--- src/rtl/core/hscr_pkg.sv ---
// Shared types and constants for the history strip chart raster.
`timescale 1ns / 1ps

package hscr_pkg;

  // Operation codes carried on the op field.
  typedef enum logic [1:0] {
    OP_RESTART = 2'd0,
    OP_APPEND  = 2'd1,
    OP_READ    = 2'd2
  } op_t;

  // Field widths fixed by the interface.
  localparam int unsigned SAMPLE_W = 16;
  localparam int unsigned POWER_W  = 32;
  localparam int unsigned PAGE_W   = 3;
  localparam int unsigned COLUMN_W = 7;
  localparam int unsigned COUNT_W  = 5;

  // Column split: upper bits pick the sample, low bits the interpolation step.
  localparam int unsigned STEP_W   = 3;
  localparam int unsigned SLOT_W   = COLUMN_W - STEP_W;

  // Chart values are handled in power format: 20 fractional bits.
  localparam int unsigned UNIT_BITS  = 20;
  localparam int unsigned VOLT_ALIGN = 10;
  localparam int unsigned ROW_LSB    = UNIT_BITS - 3;

  // Signed working width for interpolated values.
  localparam int unsigned VAL_W = 34;
  localparam logic signed [VAL_W-1:0] UNIT_VAL = 34'sd1048576;

  // Row zero is the lowest pixel of a page, drawn in bit 7.
  localparam logic [7:0] PIX_LOWEST = 8'h80;

endpackage

--- src/rtl/core/history_strip_chart_raster.sv ---
// Top level of the history strip chart raster: sample ring and page byte pipeline.
`timescale 1ns / 1ps

// History strip chart raster. Holds a ring of up to HISTORY_DEPTH voltage and
// power samples and rasterises them into OLED page bytes, one input word per
// clock cycle sustained while out_ready is held high. A word is accepted on
// in_valid and in_ready; its result passes the stage 1 and stage 2 registers
// into the output register. The accept edge does the ring bookkeeping, the
// 16 x 16 power multiply and the store write, and launches the two store reads
// (current and next sample); the second stage forms the interpolation step,
// the third the interpolated value and the pixel byte. Every stage holds while
// the one after it is full, so bubbles close up and in_ready stays high
// whenever the output register is empty or being drained. chart_mode is
// written through cfg_we and cfg_wdata and must only change while no word is
// in flight. After reset the ring holds one all-zero sample; the store needs
// no clearing pass.
module history_strip_chart_raster #(
  parameter int unsigned HISTORY_DEPTH = 16,
  parameter int unsigned CHART_PAGES   = 6
) (
  input  logic                          clk,
  input  logic                          rst,
  input  logic                          cfg_we,
  input  logic                          cfg_wdata,
  input  logic                          in_valid,
  output logic                          in_ready,
  input  logic [1:0]                    op,
  input  logic [hscr_pkg::SAMPLE_W-1:0] voltage,
  input  logic [hscr_pkg::SAMPLE_W-1:0] current,
  input  logic [hscr_pkg::PAGE_W-1:0]   page,
  input  logic [hscr_pkg::COLUMN_W-1:0] column,
  output logic                          out_valid,
  input  logic                          out_ready,
  output logic [7:0]                    pixel_byte,
  output logic [hscr_pkg::COUNT_W-1:0]  entry_count
);

  localparam int unsigned IW = $clog2(HISTORY_DEPTH);
  localparam int unsigned CW = $clog2(HISTORY_DEPTH + 1);
  localparam int unsigned SW = IW + hscr_pkg::SLOT_W + 1;
  localparam logic [IW-1:0] LAST_SLOT = IW'(HISTORY_DEPTH - 1);
  localparam int unsigned VW = hscr_pkg::VAL_W;

  // ---------------------------------------------------------------------
  // Handshake: each stage advances when the next one is empty or moving.
  // ---------------------------------------------------------------------
  logic v1, v2;
  logic out_en, en2, en1, accept;

  assign out_en   = !out_valid || out_ready;
  assign en2      = !v2 || out_en;
  assign en1      = !v1 || en2;
  assign in_ready = en1;
  assign accept   = in_valid && en1;

  // ---------------------------------------------------------------------
  // Configuration register
  // ---------------------------------------------------------------------
  logic chart_mode;

  always_ff @(posedge clk) begin
    if (rst) begin
      chart_mode <= 1'b0;
    end else if (cfg_we) begin
      chart_mode <= cfg_wdata;
    end
  end

  // ---------------------------------------------------------------------
  // Ring bookkeeping. count always equals the span from oldest to newest.
  // ---------------------------------------------------------------------
  logic [IW-1:0] oldest, oldest_next;
  logic [IW-1:0] newest, newest_next;
  logic [CW-1:0] count, count_next;
  logic [IW-1:0] oldest_step, newest_step;
  logic          wr_en;
  logic [IW-1:0] wr_addr;
  logic [hscr_pkg::POWER_W-1:0] wr_power;

  assign oldest_step = (oldest == LAST_SLOT) ? '0 : oldest + IW'(1);
  assign newest_step = (newest == LAST_SLOT) ? '0 : newest + IW'(1);
  assign wr_power    = hscr_pkg::POWER_W'(voltage) * hscr_pkg::POWER_W'(current);

  always_comb begin
    oldest_next = oldest;
    newest_next = newest;
    count_next  = count;
    wr_en       = 1'b0;
    wr_addr     = newest_step;
    if (accept) begin
      case (op)
        hscr_pkg::OP_RESTART: begin
          // Restart: the ring holds just the new sample in slot zero.
          oldest_next = '0;
          newest_next = '0;
          count_next  = CW'(1);
          wr_en       = 1'b1;
          wr_addr     = '0;
        end
        hscr_pkg::OP_APPEND: begin
          // Append: advance newest, drop the oldest when the ring is full.
          newest_next = newest_step;
          if (newest_step == oldest) begin
            oldest_next = oldest_step;
          end
          if (count != CW'(HISTORY_DEPTH)) begin
            count_next = count + CW'(1);
          end
          wr_en   = 1'b1;
          wr_addr = newest_step;
        end
        default: begin
        end
      endcase
    end
  end

  always_ff @(posedge clk) begin
    if (rst) begin
      oldest <= '0;
      newest <= '0;
      count  <= CW'(1);
    end else begin
      oldest <= oldest_next;
      newest <= newest_next;
      count  <= count_next;
    end
  end

  // ---------------------------------------------------------------------
  // Read address: sample slot counted from the oldest, wrapped once.
  // The sum stays below twice the depth whenever the slot is in range.
  // ---------------------------------------------------------------------
  logic [hscr_pkg::SLOT_W-1:0] slot;
  logic [hscr_pkg::STEP_W-1:0] step_j;
  logic [SW-1:0]               slot_sum;
  logic [IW-1:0]               rd_cur, rd_nxt;
  logic                        page_bad, slot_bad, read_zero;

  assign slot     = column[hscr_pkg::COLUMN_W-1:hscr_pkg::STEP_W];
  assign step_j   = column[hscr_pkg::STEP_W-1:0];
  assign slot_sum = SW'(oldest) + SW'(slot);
  assign rd_cur   = (slot_sum >= SW'(HISTORY_DEPTH)) ?
                    IW'(slot_sum - SW'(HISTORY_DEPTH)) : IW'(slot_sum);
  assign rd_nxt   = (rd_cur == LAST_SLOT) ? '0 : rd_cur + IW'(1);

  assign page_bad = 4'(page) >= 4'(CHART_PAGES);
  assign slot_bad = 8'(slot) >= 8'(count);

  // Blank the byte: non-read ops, off-chart page, slot past newest, gap columns
  // in voltage mode, and power-mode interpolation steps past the newest sample.
  always_comb begin
    read_zero = 1'b1;
    case (op)
      hscr_pkg::OP_READ: begin
        read_zero = page_bad || slot_bad ||
                    ((step_j != '0) && (chart_mode || (rd_cur == newest)));
      end
      default: begin
        read_zero = 1'b1;
      end
    endcase
  end

  logic [hscr_pkg::SAMPLE_W-1:0] rd_volt;
  logic [hscr_pkg::POWER_W-1:0]  rd_pc, rd_pn;

  hscr_store #(
    .DEPTH (HISTORY_DEPTH),
    .IW    (IW)
  ) u_store (
    .clk      (clk),
    .rst      (rst),
    .wr_en    (wr_en),
    .wr_addr  (wr_addr),
    .wr_volt  (voltage),
    .wr_power (wr_power),
    .rd_en    (accept),
    .rd_cur   (rd_cur),
    .rd_nxt   (rd_nxt),
    .rd_volt  (rd_volt),
    .rd_pc    (rd_pc),
    .rd_pn    (rd_pn)
  );

  // ---------------------------------------------------------------------
  // Stage 1: word fields alongside the store read data.
  // ---------------------------------------------------------------------
  logic                         s1_zero;
  logic                         s1_volt_mode;
  logic [hscr_pkg::STEP_W-1:0]  s1_j;
  logic [hscr_pkg::PAGE_W-1:0]  s1_page;
  logic [hscr_pkg::COUNT_W-1:0] s1_count;

  always_ff @(posedge clk) begin
    if (rst) begin
      v1 <= 1'b0;
    end else if (en1) begin
      v1 <= in_valid;
    end
  end

  always_ff @(posedge clk) begin
    if (accept) begin
      s1_zero      <= read_zero;
      s1_volt_mode <= chart_mode;
      s1_j         <= step_j;
      s1_page      <= page;
      s1_count     <= hscr_pkg::COUNT_W'(count_next);
    end
  end

  // ---------------------------------------------------------------------
  // Stage 2: value relative to the page floor, and the step toward the next
  // sample (difference floored by eight through the arithmetic shift).
  // ---------------------------------------------------------------------
  logic signed [VW-1:0] pc_s, pn_s, volt_s, floor_s, base_rel, diff_s, step_d;
  logic                         s2_zero;
  logic [hscr_pkg::COUNT_W-1:0] s2_count;
  logic signed [VW-1:0]         s2_base;
  logic signed [VW-1:0]         s2_step;
  logic [hscr_pkg::STEP_W-1:0]  s2_j;

  assign pc_s     = signed'(VW'(rd_pc));
  assign pn_s     = signed'(VW'(rd_pn));
  assign volt_s   = signed'(VW'(rd_volt) << hscr_pkg::VOLT_ALIGN);
  assign floor_s  = signed'(VW'(3'd7 - s1_page) << hscr_pkg::UNIT_BITS);
  assign base_rel = (s1_volt_mode ? volt_s : pc_s) - floor_s;
  assign diff_s   = pn_s - pc_s;
  assign step_d   = diff_s >>> 3;

  always_ff @(posedge clk) begin
    if (rst) begin
      v2 <= 1'b0;
    end else if (en2) begin
      v2 <= v1;
    end
  end

  // The next sample is only meaningful on an interpolation step in power
  // mode; hold the step at zero otherwise, as that slot may be unwritten.
  always_ff @(posedge clk) begin
    if (en2) begin
      s2_zero  <= s1_zero;
      s2_count <= s1_count;
      s2_base  <= base_rel;
      s2_step  <= (s1_volt_mode || (s1_j == '0)) ? '0 : step_d;
      s2_j     <= s1_volt_mode ? '0 : s1_j;
    end
  end

  // ---------------------------------------------------------------------
  // Stage 3: interpolated value and pixel row into the output register.
  // A value exactly at the page top gives row eight; clamp it to row seven.
  // ---------------------------------------------------------------------
  logic signed [VW+3:0] step_prod;
  logic signed [VW-1:0] rel_val;
  logic [2:0]           row;
  logic [7:0]           pix_next;

  assign step_prod = s2_step * signed'({1'b0, s2_j});
  assign rel_val   = s2_base + signed'(step_prod[VW-1:0]);

  always_comb begin
    row = rel_val[hscr_pkg::ROW_LSB +: 3];
    if (rel_val == hscr_pkg::UNIT_VAL) begin
      row = 3'd7;
    end
    pix_next = hscr_pkg::PIX_LOWEST >> row;
    if (s2_zero || rel_val[VW-1] || (rel_val == '0) || (rel_val > hscr_pkg::UNIT_VAL)) begin
      pix_next = '0;
    end
  end

  always_ff @(posedge clk) begin
    if (rst) begin
      out_valid <= 1'b0;
    end else if (out_en) begin
      out_valid <= v2;
    end
  end

  always_ff @(posedge clk) begin
    if (out_en) begin
      pixel_byte  <= pix_next;
      entry_count <= s2_count;
    end
  end

  // ---------------------------------------------------------------------
  // Assertions
  // ---------------------------------------------------------------------
  a_ready_when_drained: assert property (@(posedge clk) disable iff (rst)
    !out_valid |-> in_ready)
    else $error("input stalled with an empty output register");

  a_count_range: assert property (@(posedge clk) disable iff (rst)
    (count != '0) && (count <= CW'(HISTORY_DEPTH)))
    else $error("ring count out of range");

  a_span_matches_count: assert property (@(posedge clk) disable iff (rst)
    ((newest >= oldest) && (int'(newest) - int'(oldest) + 1 == int'(count))) ||
    ((newest < oldest) &&
     (int'(newest) + int'(HISTORY_DEPTH) - int'(oldest) + 1 == int'(count))))
    else $error("ring pointers disagree with count");

  a_restart_count: assert property (@(posedge clk) disable iff (rst)
    (accept && (op == hscr_pkg::OP_RESTART)) |=> (count == CW'(1)))
    else $error("restart did not leave one sample");

  a_single_pixel: assert property (@(posedge clk) disable iff (rst)
    (out_valid && (pixel_byte != '0)) |-> $onehot(pixel_byte))
    else $error("page byte lights more than one row");

endmodule

--- src/rtl/core/hscr_store.sv ---
// Sample store: voltage and power memories with registered read ports.
`timescale 1ns / 1ps

module hscr_store #(
  parameter int unsigned DEPTH = 16,
  parameter int unsigned IW    = 4
) (
  input  logic                          clk,
  input  logic                          rst,
  input  logic                          wr_en,
  input  logic [IW-1:0]                 wr_addr,
  input  logic [hscr_pkg::SAMPLE_W-1:0] wr_volt,
  input  logic [hscr_pkg::POWER_W-1:0]  wr_power,
  input  logic                          rd_en,
  input  logic [IW-1:0]                 rd_cur,
  input  logic [IW-1:0]                 rd_nxt,
  output logic [hscr_pkg::SAMPLE_W-1:0] rd_volt,
  output logic [hscr_pkg::POWER_W-1:0]  rd_pc,
  output logic [hscr_pkg::POWER_W-1:0]  rd_pn
);

  logic [hscr_pkg::SAMPLE_W-1:0] volt_mem  [DEPTH];
  logic [hscr_pkg::POWER_W-1:0]  power_mem [DEPTH];

  logic [hscr_pkg::SAMPLE_W-1:0] volt_q;
  logic [hscr_pkg::POWER_W-1:0]  pc_q;
  logic [hscr_pkg::POWER_W-1:0]  pn_q;

  // Slot zero is the only entry the ring can reach before it is written;
  // it reads as zero until its first write.
  logic fresh;
  logic cur_fresh;
  logic nxt_fresh;

  always_ff @(posedge clk) begin
    if (wr_en) begin
      volt_mem[wr_addr]  <= wr_volt;
      power_mem[wr_addr] <= wr_power;
    end
    if (rd_en) begin
      volt_q    <= volt_mem[rd_cur];
      pc_q      <= power_mem[rd_cur];
      pn_q      <= power_mem[rd_nxt];
      cur_fresh <= fresh && (rd_cur == '0);
      nxt_fresh <= fresh && (rd_nxt == '0);
    end
  end

  always_ff @(posedge clk) begin
    if (rst) begin
      fresh <= 1'b1;
    end else if (wr_en && (wr_addr == '0)) begin
      fresh <= 1'b0;
    end
  end

  assign rd_volt = cur_fresh ? '0 : volt_q;
  assign rd_pc   = cur_fresh ? '0 : pc_q;
  assign rd_pn   = nxt_fresh ? '0 : pn_q;

endmodule
--- config.mk ---
export PLATFORM = sky130hd
export DESIGN_NAME = history_strip_chart_raster
export DESIGN_NICKNAME = d
export VERILOG_FILES = /design/src/rtl/core/hscr_pkg.sv /design/src/rtl/core/history_strip_chart_raster.sv /design/src/rtl/core/hscr_store.sv
export SDC_FILE = /design/constraint.sdc
export NUM_CORES = 2
export LEC_CHECK = 0
export BUFFER_PORTS_ARGS = -buffer_cell sky130_fd_sc_hd__buf_2
export CORE_MARGIN = 2
export CORE_UTILIZATION = 47
export DETAILED_ROUTE_END_ITERATION = 7
export SLEW_MARGIN = 25
export SYNTH_ARGS = -nofsm -noshare
export SYNTH_HDL_FRONTEND = slang
export SYNTH_SLANG_ARGS = --single-unit
export TNS_END_PERCENT = 50
--- constraint.sdc ---
create_clock -name clk -period 10.23 [get_ports clk]
set_clock_uncertainty 0.15 [all_clocks]
set_input_delay 0.5115 -clock clk [delete_from_list [all_inputs] [get_ports clk]]
set_output_delay 0.5115 -clock clk [all_outputs]
set_load 0.01 [all_outputs]
==> impl_metrics.toml <==
[worst_hold_path]
holdPathEnd = "out_valid$_SDFFE_PP0P_"
hold_depth = 4
worstHoldStart = "out_ready"
hold_class = "in2reg"

[routing]
routed-wl-met3_mm = 8.28
wirelength_mm = 138
wl_per_cell_um = 24.8
viasPerCell = 5.83
vias = 32300
drc = 0
postRouteAntennaNets = 0
met2_length_mm = 66.0
dr.max_layer_used = "met4"
first_pass_iters = 5
initialDrtViolationCount = 3058
met1_length_mm = 59.9

[sta]
setup_violations = 0
period_minus_slack_ns = 7.33
slew_viol_final = 0
relSlewSlack_pct = 28.6
rsz0062_at_grt = "no"
worst_pin_slew_ns = 1.07
fmax_mhz = 136
finalCritPeriodShare_pct = 71.6
setup_tns_ns = 0
timing_hold_violations_final = 0

[clocking]
cts_setup_buffers = 0
htree_levels = 3
ctsLongestPathBuffers = 3
clk_transition_reported_paths_ns = 0.06
cts_hold_repair.buffers = 9
clk_latency_ns = 0.69
clock-sinks = 967
cts_tree = "built"
post_cts_resized = 0
ctsRootBufferMaster = "clkbuf_16"
cts_buffers = 102

[worst_setup_path]
rrSetupSlack_ns = 4.27
crit_fanout = 32
end_kind = "flip-flop"
worstReg2RegEnd = "pixel_byte[1]$_SDFFCE_PP0P_"
r2r_cells = 18
worstPathArrival_ns = 7.57
crit_path_start_kind = "input pin"
reg2reg_from = "s2_j[2]$_SDFFCE_PP0P_"
path_class = "in2reg"
critPathRequiredTime_ns = 10.48

[global_routing]
grt_max_degree = 99
grt-ovfl-total = 0
grt_pass1_vias = 33300
antenna_found_initial = 3
grt_usage_pct = 23.1
grt_pass1_wl_mm = 209

[yosys]
post-synth-top-area-cell = "edfxtp_1"
synth.top_cell.area_share_pct = 51.8
ys_seq_area_share_pct = 52.5
synth_cell_types = 74
synth_nets = 4395
synth-main-ff-cell = "edfxtp_1"
yosys_warnings = 0
synthArstFlopShare_pct = 0
synth_edf_count = 949
syn_avg_cell_area_um2 = 14.2
netlist_instances = 3868
synth-seq-cells = 967
netlist_area_um2 = 55000
synth_area_leaders = "edfxtp_1, mux4_2, fa_1, ha_1, nand2_1"

[floorplanning]
die_area_um2 = 120000
die_x_um = 346
initial_core_util_pct = 47.4
placementRows = 125
dieHeight_um = 346
coreArea_um2 = 116000
io_pins = 65

[placement]
gp_congestion = 0.824
dp_cells = 5338
port_buffers = 64
dp_hpwl_mm = 85.7

[finish]
nNetsFinal = 4454
mostFrequentLayoutCell = "edfxtp_1"
areaGrowthSynthToFinish_pct = 10.6
layout_common_cells = "edfxtp_1, nand2_1, inv_1"
final_cells = 5537
diodes = 0
layout-drive-gt1-share_pct = 16.5
fillers = 9707

[power]
power_density_nw_per_um2 = 327
power_mw = 19.9
leakage_nw = 23.0
ir_worst_vdd_mv = 0.700

[flow_run]
cap_violations = 0

[status]
status = "completed"
## area by class of cell
cell class                      count  area [µm²]  share of cell area, %
Clock buffer                      126        2710                   4.45
Inverter                          356        1340                   2.20
Clock inverter                     64         627                   1.03
Sequential cell                   967       28900                   47.5
Tap cell                         1524        1910                   3.14
Timing Repair Buffer              142        1010                   1.66
Multi-Input combinational cell   2358       24300                   40.0
## kinds of logic (layout without fill, tap and decap cells)
family / after synthesis / after routing / share of synthesized area, %
compound gates: 380 / 380 / 4.47
xor+xnor: 91 / 91 / 1.45
fa+ha+maj: 477 / 477 / 14.4
buf+inv: 543 / 688 / 3.81
flops: 967 / 967 / 52.5
mux: 377 / 377 / 14.2
simple gates: 1033 / 1033 / 9.25
## flip-flops by register name (all words and copies together), names as in the netlist, 3 cells and up
register / cells
s1_count: 5
s1_j: 3
u_store.power_mem: 512
u_store.volt_mem: 256
s1_page: 3
pixel_byte: 8
u_store.pn_q: 32
u_store.volt_q: 16
s2_count: 5
s2_step: 30
s2_j: 3
entry_count: 5
u_store.pc_q: 32
count: 5
s2_base: 34
oldest: 4
newest: 4
## critical path: stages
cell	delay (ns)
buf_2	0.51
nand2_1	0.17
fa_1	0.53
fa_1	0.57
fa_1	0.45
fa_1	0.55
inv_1	0.05
fa_1	0.49
fa_1	0.41
ha_1	0.33
a21oi_1	0.25
nor2_1	0.08
a21oi_1	0.16
o311ai_1	0.15
a311oi_1	0.78
nor2b_1	0.14
o31a_1	0.28
a2111oi_0	0.48
nor2_1	0.13
xor2_2	0.53
## cells in the mapped netlist (all sizes together), types with 4 or more instances
cell type and count:
clkbuf 145, nor2b 88, nand4 9, mux2i 56, o32ai 4, or3 9
xnor2 61, dfxtp 18, o21bai 10, o21ai 45, o211ai 4, a21oi 128
a21o 33, nand2b 22, or2 8, nor2 132, fa 257, nor3 29
a21boi 4, nor4 7, nand2 415, a31oi 54, inv 354, nand3 20
xor2 30, and2 216, ha 220, o21a 13, edfxtp 949, buf 42
mux4 320, nor3b 6, and3 63, o31ai 7, a211oi 42
## stage by stage
stage / hold WS, ns / setup slack, ns / utilization (%) / instance area [µm²]
floorplan: 0.250 / 3.37 / - / 55000
global placement: 0.254 / 2.25 / 49.3 / 57200
detailed placement: 0.255 / 1.92 / 49.4 / 57300
CTS: 0.0125 / 2.65 / 52.3 / 60800
global route: 0.0557 / 2.38 / 52.4 / 60800
finish: 0.0454 / 2.90 / 52.4 / 60800
## worst max path at each step
stage	from	slack (ns)	endpoint
after global placement	voltage[10]	2.25	u_store.power_mem[12][30]$_DFFE_PP_
after CTS	voltage[9]	2.65	u_store.power_mem[13][30]$_DFFE_PP_
after detailed placement	voltage[9]	1.92	u_store.power_mem[13][30]$_DFFE_PP_
final	voltage[10]	2.90	u_store.power_mem[13][30]$_DFFE_PP_
after floorplan	voltage[10]	3.37	u_store.power_mem[0][30]$_DFFE_PP_
after global routing	voltage[10]	2.38	u_store.power_mem[0][30]$_DFFE_PP_
## per-layer routing
metal,global-route usage [%],vias to the layer above
met4,5.77,0
met5,0,-
li1,-,14200
met3,3.01,214
met1,32.5,16800
met2,38.4,1086
## report_power, final
part	switching (mW)	total (mW)	internal, mW
Combinational	5.66	8.49	2.83
Clock	1.55	3.68	2.13
Sequential	0.123	7.73	7.60
Total	7.33	19.9	12.6
(Power assumes the default switching activity.)
